`src/hdl/lwsd_pkg.sv`:
```
// lwsd_pkg: shared constants, register indexes and controller/datapath types
// for the local window standard deviation filter
// no dependencies
package lwsd_pkg;

    // limits of the block
    localparam int MAX_WIDTH       = 4096;
    localparam int MAX_HEIGHT      = 4096;
    localparam int MAX_HALF_WINDOW = 15;

    // field widths
    localparam int PIX_W      = 8;
    localparam int DIM_W      = 13;
    localparam int HALF_W     = 4;
    localparam int CFG_IDX_W  = 3;
    localparam int CFG_DATA_W = 13;

    // derived widths
    localparam int W_W      = $clog2(MAX_WIDTH + 1);
    localparam int H_W      = $clog2(MAX_HEIGHT + 1);
    localparam int M_W      = $clog2(MAX_HALF_WINDOW + 1);
    localparam int COL_W    = $clog2(MAX_WIDTH);
    localparam int ROW_W    = $clog2(MAX_HEIGHT);
    localparam int SLOTS    = 2 * MAX_HALF_WINDOW + 1;
    localparam int SLOT_W   = $clog2(SLOTS);
    localparam int DEPTH    = SLOTS * MAX_WIDTH;
    localparam int ADDR_W   = $clog2(DEPTH);
    localparam int PIX_MAX  = 2 ** PIX_W - 1;
    localparam int AREA_MAX = SLOTS * SLOTS;
    localparam int CNT_W    = $clog2(AREA_MAX + 1);
    localparam int SUMB_W   = $clog2(AREA_MAX * PIX_MAX + 1);
    localparam int SUMA_W   = $clog2(AREA_MAX * PIX_MAX * PIX_MAX + 1);
    localparam int PROD_W   = CNT_W + SUMA_W;
    localparam int ROOT_W   = (PROD_W + 1) / 2;
    localparam int SQ_W     = 2 * ROOT_W;
    localparam int STEP_W   = $clog2(ROOT_W);
    localparam int TIDX_W   = $clog2(MAX_WIDTH * MAX_HEIGHT
                                     + MAX_HALF_WINDOW * MAX_WIDTH + MAX_HALF_WINDOW + 1);

    // register indexes
    localparam logic [CFG_IDX_W-1:0] REG_IMAGE_WIDTH   = CFG_IDX_W'(0);
    localparam logic [CFG_IDX_W-1:0] REG_IMAGE_HEIGHT  = CFG_IDX_W'(1);
    localparam logic [CFG_IDX_W-1:0] REG_HALF_WINDOW   = CFG_IDX_W'(2);
    localparam logic [CFG_IDX_W-1:0] REG_COUNT_NONZERO = CFG_IDX_W'(3);
    localparam logic [CFG_IDX_W-1:0] REG_MASK_ZERO     = CFG_IDX_W'(4);

    // register reset values
    localparam logic [DIM_W-1:0]  RST_IMAGE_WIDTH   = DIM_W'(640);
    localparam logic [DIM_W-1:0]  RST_IMAGE_HEIGHT  = DIM_W'(480);
    localparam logic [HALF_W-1:0] RST_HALF_WINDOW   = HALF_W'(10);
    localparam logic              RST_COUNT_NONZERO = 1'b1;
    localparam logic              RST_MASK_ZERO     = 1'b0;

    // commands from controller to datapath
    typedef struct packed {
        logic accept;
        logic advance;
        logic zero;
        logic scan_start;
        logic scan_step;
        logic mul_a;
        logic mul_b;
        logic sub;
        logic sqrt_step;
        logic div_init;
        logic div_step;
        logic emit;
    } t_cmd;

    // status from datapath to controller
    typedef struct packed {
        logic in_valid;
        logic drain_skip;
        logic has_result;
        logic border;
        logic scan_last;
        logic zero_res;
        logic sqrt_last;
        logic div_last;
        logic out_free;
    } t_status;

endpackage

```
`src/hdl/lwsd_ctrl.sv`:
```
// lwsd_ctrl: sequencer for one beat at a time through classify, window scan,
// multiply, square root, divide and result hand-off; depends on lwsd_pkg
module lwsd_ctrl import lwsd_pkg::*; (
    input  logic    i_clk,
    input  logic    i_rst_n,
    input  t_status i_st,
    output t_cmd    o_cmd
);

    typedef enum logic [3:0] {
        S_IDLE,
        S_CLASS,
        S_SCAN,
        S_FLUSH,
        S_MUL_A,
        S_MUL_B,
        S_SUB,
        S_SQRT,
        S_DIV_INIT,
        S_DIV,
        S_EMIT
    } t_state;

    t_state r_state;
    t_state n_state;

    // next state and commands
    always_comb begin
        n_state = r_state;
        o_cmd   = '0;
        unique case (r_state)
            S_IDLE: begin
                o_cmd.accept = 1'b1;
                if (i_st.in_valid) begin
                    n_state = S_CLASS;
                end
            end
            S_CLASS: begin
                if (i_st.drain_skip) begin
                    n_state = S_IDLE;
                end else begin
                    o_cmd.advance = 1'b1;
                    if (!i_st.has_result) begin
                        n_state = S_IDLE;
                    end else if (i_st.border) begin
                        o_cmd.zero = 1'b1;
                        n_state    = S_EMIT;
                    end else begin
                        o_cmd.scan_start = 1'b1;
                        n_state          = S_SCAN;
                    end
                end
            end
            S_SCAN: begin
                o_cmd.scan_step = 1'b1;
                if (i_st.scan_last) begin
                    n_state = S_FLUSH;
                end
            end
            S_FLUSH: begin
                n_state = S_MUL_A;
            end
            S_MUL_A: begin
                o_cmd.mul_a = 1'b1;
                n_state     = i_st.zero_res ? S_EMIT : S_MUL_B;
            end
            S_MUL_B: begin
                o_cmd.mul_b = 1'b1;
                n_state     = S_SUB;
            end
            S_SUB: begin
                o_cmd.sub = 1'b1;
                n_state   = S_SQRT;
            end
            S_SQRT: begin
                o_cmd.sqrt_step = 1'b1;
                if (i_st.sqrt_last) begin
                    n_state = S_DIV_INIT;
                end
            end
            S_DIV_INIT: begin
                o_cmd.div_init = 1'b1;
                n_state        = S_DIV;
            end
            S_DIV: begin
                o_cmd.div_step = 1'b1;
                if (i_st.div_last) begin
                    n_state = S_EMIT;
                end
            end
            S_EMIT: begin
                if (i_st.out_free) begin
                    o_cmd.emit = 1'b1;
                    n_state    = S_IDLE;
                end
            end
            default: begin
                n_state = S_IDLE;
            end
        endcase
    end

    // state register
    always_ff @(posedge i_clk) begin
        if (!i_rst_n) begin
            r_state <= S_IDLE;
        end else begin
            r_state <= n_state;
        end
    end

    // checks
    a_emit_free: assert property (@(posedge i_clk) disable iff (!i_rst_n)
        o_cmd.emit |-> i_st.out_free)
        else $error("result loaded while output register still full");

    a_accept_class: assert property (@(posedge i_clk) disable iff (!i_rst_n)
        (o_cmd.accept && i_st.in_valid) |=> (r_state == S_CLASS))
        else $error("accepted beat not classified");

    a_sqrt_to_div: assert property (@(posedge i_clk) disable iff (!i_rst_n)
        (r_state == S_SQRT && i_st.sqrt_last) |=> (r_state == S_DIV_INIT))
        else $error("square root did not hand over to divider");

endmodule

```
`config.mk`:
```
export PLATFORM = sky130hd
export DESIGN_NAME = lwsd_ctrl
export DESIGN_NICKNAME = d
export VERILOG_FILES = /design/src/hdl/lwsd_pkg.sv /design/src/hdl/lwsd_ctrl.sv
export SDC_FILE = /design/constraint.sdc
export NUM_CORES = 1
export LEC_CHECK = 0
export BUFFER_PORTS_ARGS = -buffer_cell sky130_fd_sc_hd__buf_4
export CAP_MARGIN = 15
export CORE_MARGIN = 2
export CORE_UTILIZATION = 34
export DETAILED_ROUTE_END_ITERATION = 8
export PLACE_DENSITY = 0.69
export SYNTH_ARGS = -nofsm -noshare
export SYNTH_HDL_FRONTEND = slang
export SYNTH_SLANG_ARGS = --single-unit
```
`constraint.sdc`:
```
create_clock -name i_clk -period 2.4 [get_ports i_clk]
set_clock_uncertainty 0.15 [all_clocks]
set_input_delay 0.48 -clock i_clk [delete_from_list [all_inputs] [get_ports i_clk]]
set_output_delay 0.48 -clock i_clk [all_outputs]
set_load 0.02 [all_outputs]
```
# Word-level counts from Yosys, hierarchy flattened
# Cells that the tools add are included.
# totals
output_inout_bits,12
register_bits,4
wordCells,43
in_bits,11
# op_classes
n_eq_ne,15
n_reduce_logical,2
muxes,25
# ops
op,n
$pmux W4 S11,1
$mux W4,9
$eq A4 B3 Y1 const B,4
$eq A4 B4 Y1 const B,3
$mux W1,12
$ne A2 B2 Y1 const B,5
$eq A4 B2 Y1 const B,2
$mux W3,2
$reduce_and A5 Y1,1
$eq A4 B1 Y1 const B,1
$logic_not A4 Y1,1
$mux W2,1

# Logic depth before layout (Yosys ltp)
# depth
word_depth,4
depth_mapped,6
depth_no_buf,4

# Least setup slack after synthesis
# Ideal clock, no wire load.
# synth_path
path_kind,reg2out
startpoint,register r_state[1]
endpoint,output o_cmd[8] (netlist bit)
path_buffers,2
setup_slack_ps,-58
arrival_ps,1828
stages_incl_launch_ff,7
required_time_ps,1770
path_cell_list,dfxtp_1 > buf_2 > or2_1 > clkbuf_1 > nor3_1 > nand2_1 > nor2_1
# synth_rtl
item,line,source
from (decl),lwsd_ctrl.sv:24,t_state r_state;
from (signal assigned),lwsd_ctrl.sv:108,r_state <= n_state;
to (decl),lwsd_ctrl.sv:7,output t_cmd o_cmd

==> summary.txt <==
kind of critical path: reg -> out
Critical Path Fanout Max: 12
PortBufs: 22
CTS root buffer: clkbuf_4
Die W: 40.6 µm
Slew @ Worst Pin: 0.388 ns
DIE HEIGHT: 40.6 µm
clock sink count: 4
core area: 0.00127 mm²
DR vias: 522
max reg flops: 4
Yosys cell types: 26
Fillers: 135
Tcrit/Tclk final: 91.8%
WL final: 1.14 mm
Async SR Flop Fraction: 0%
share of post-route cells with drive strength above 1: 36.8%
Synth Warn #: 0
CP Launch Type: flop
P per Cell Area: 690 mW/mm²
main combinational cell family by area after synthesis: simple AND/OR/NAND/NOR gates
# DRC: 0
CP Capture Type: primary output
xor/xnor share of the synthesized area: 1.93%
CTS tree: yes
min cycle time layout: 2.20 ns
DPL Wire Length: 919 µm
CP required: 1.77 ns
Area contributors post-synth: dfxtp_1 18%, o32a_1 6.6%, nor2_1 6.6%
cell row count: 13
Static Leak: 0.000274 µW
post-cts sizing count: 0
Via density: 5.12
VDD IR-drop max: 0.000297 V
sequential cell area: 80.1 µm²
final cell count without fillers: 102
CTS clk-pin slew, worst paths: 0.04 ns
FF+latch count, synth: 4
Ports: 23
Top reg by flops: r_state
Seq/Total Area, Yosys: 17.6%
RSZ-0062 raised after global routing: no
cell count after synthesis: 67
fin util: 50.4%
Synth Area in Compound Gates: 24.8%
setup bufs post-CTS: 0
area grow syn2layout: 40.8%
synthesized area: 454 µm²
syn_area_per_cell: 6.78 µm²
Final #Nets: 100
Largest regs: r_state (4)
Initial Utilization: 35.8%
placed insts: 99
first-pass GRT wire length: 1.84 mm
post-synthesis simple-gate area fraction: 41.6%
Num CTS Buffers: 3
DRT Pass-1 Iters: 4
Synthesized Nets: 78
clk_lat worst skew: 0.23 ns
Final Hold Vio Count: 0
Yosys top cell area share: 17.6%
Starting DRT DRC Count: 13
# hold bufs at CTS: 0
most numerous cell in the Yosys netlist: nor2_1
final setup fails: 0
top cells by count, synth: 8 x nor2_1, 6 x nand2_1, 5 x a21oi_1, 5 x inv_1, 5 x o21ai_0
max-cap violations: 0
dominant synthesized flop cell: dfxtp_1
initial antenna violation count: 0
die area: 0.00164 mm²
Critical Path AT: 1.57 ns
Max transition margin: 74.1%
RePlAce Congestion: 0.828
H-tree levels: 1
grt total ovfl: 0
vias in the first global route: 442
largest area contributor in the netlist: dfxtp_1
fmax: 0.454 GHz
antenna viol nets, final: 0
Total GRT Usage: 16.2%
Setup TNS: 0 ns
ant diodes: 0
status: complete, no violations
Post-Synth Adder-Cell Area: 0%
largest net degree at the start of global routing: 14
Clock Tree Buf Depth: 2
final max-slew violation count: 0
post-synthesis mux area share: 2.48%
routed length per instance: 11.2 µm
EDFF count, synth: 0
Hold Slack: 0.404 ns
area of the multi-input gates: 327 µm²
worst hold path type: in -> reg
==> critical path, stage by stage (launching register included) <==
cell and delay [ns]:
dfxtp_1 0.41, or2_1 0.35, nor3_2 0.21, nand2_1 0.12, nor2_1 0.11, buf_4 0.15
==> final timing paths <==
kind	to	slack [ns]	start	cells after the start
setup / recovery	o_cmd[8]	0.20	r_state[2]	5
hold / removal	r_state[3]	0.40	i_rst_n	3
setup reg to reg	r_state[1]	0.57	r_state[1]	4
hold reg to reg	r_state[2]	0.43	r_state[3]	1
==> cells in the final DEF, fill, tap and decap left out, types with 3 or more instances in the layout <==
cell	instances
inv_1	5
o32a_1	3
a21oi_1	5
clkbuf_4	3
dfxtp_1	4
nor3_1	3
nand2_1	6
buf_4	23
nor3b_1	3
or2_1	3
o21ai_0	5
nor2_1	8
==> metrics by stage <==
| stage | cell area (µm²) | worst slack (ns) | power (µW) |
|---|---|---|---|
| CTS | 639 | 0.168 | 447 |
| global route | 639 | 0.0685 | 481 |
| global placement | 617 | 0.509 | 361 |
| detailed placement | 617 | 0.432 | 361 |
| floorplan | 459 | 0.166 | 301 |
| finish | 639 | 0.198 | 441 |
==> cells by family after synthesis <==
group / Yosys count
AND/OR/NAND/NOR: 34
AO/OA/AOI/OAI: 16
buffers and inverters: 11
flip-flops: 4
XOR/XNOR: 1
multiplexers: 1
==> routing by layer <==
layer  track usage (%)  up-vias  share of wire [%]
met4                 0        0                  0
li1                  -      274                  -
met1              22.0      228                 47
met2              26.6       20                 45
met3              5.00        0                7.6
met5                 0        -                  0
==> where the power goes <==
part           leakage, µW  total [µW]  switching (µW)  internal (µW)
Combinational     0.000227         245             128            117
Sequential       0.0000328         115            35.5           79.7
Clock            0.0000138        80.8            25.0           55.8
Total             0.000274         441             188            253
==> cell type report <==
| class | instances | share of cell area [%] |
|---|---|---|
| timing repair buffer | 23 | 27.0 |
| clock buffer | 3 | 3.52 |
| inverter | 5 | 2.94 |
| multi-input combinational | 52 | 51.1 |
| sequential | 4 | 12.5 |
| tap | 15 | 2.94 |
Power figures use the tool's default switching activity.
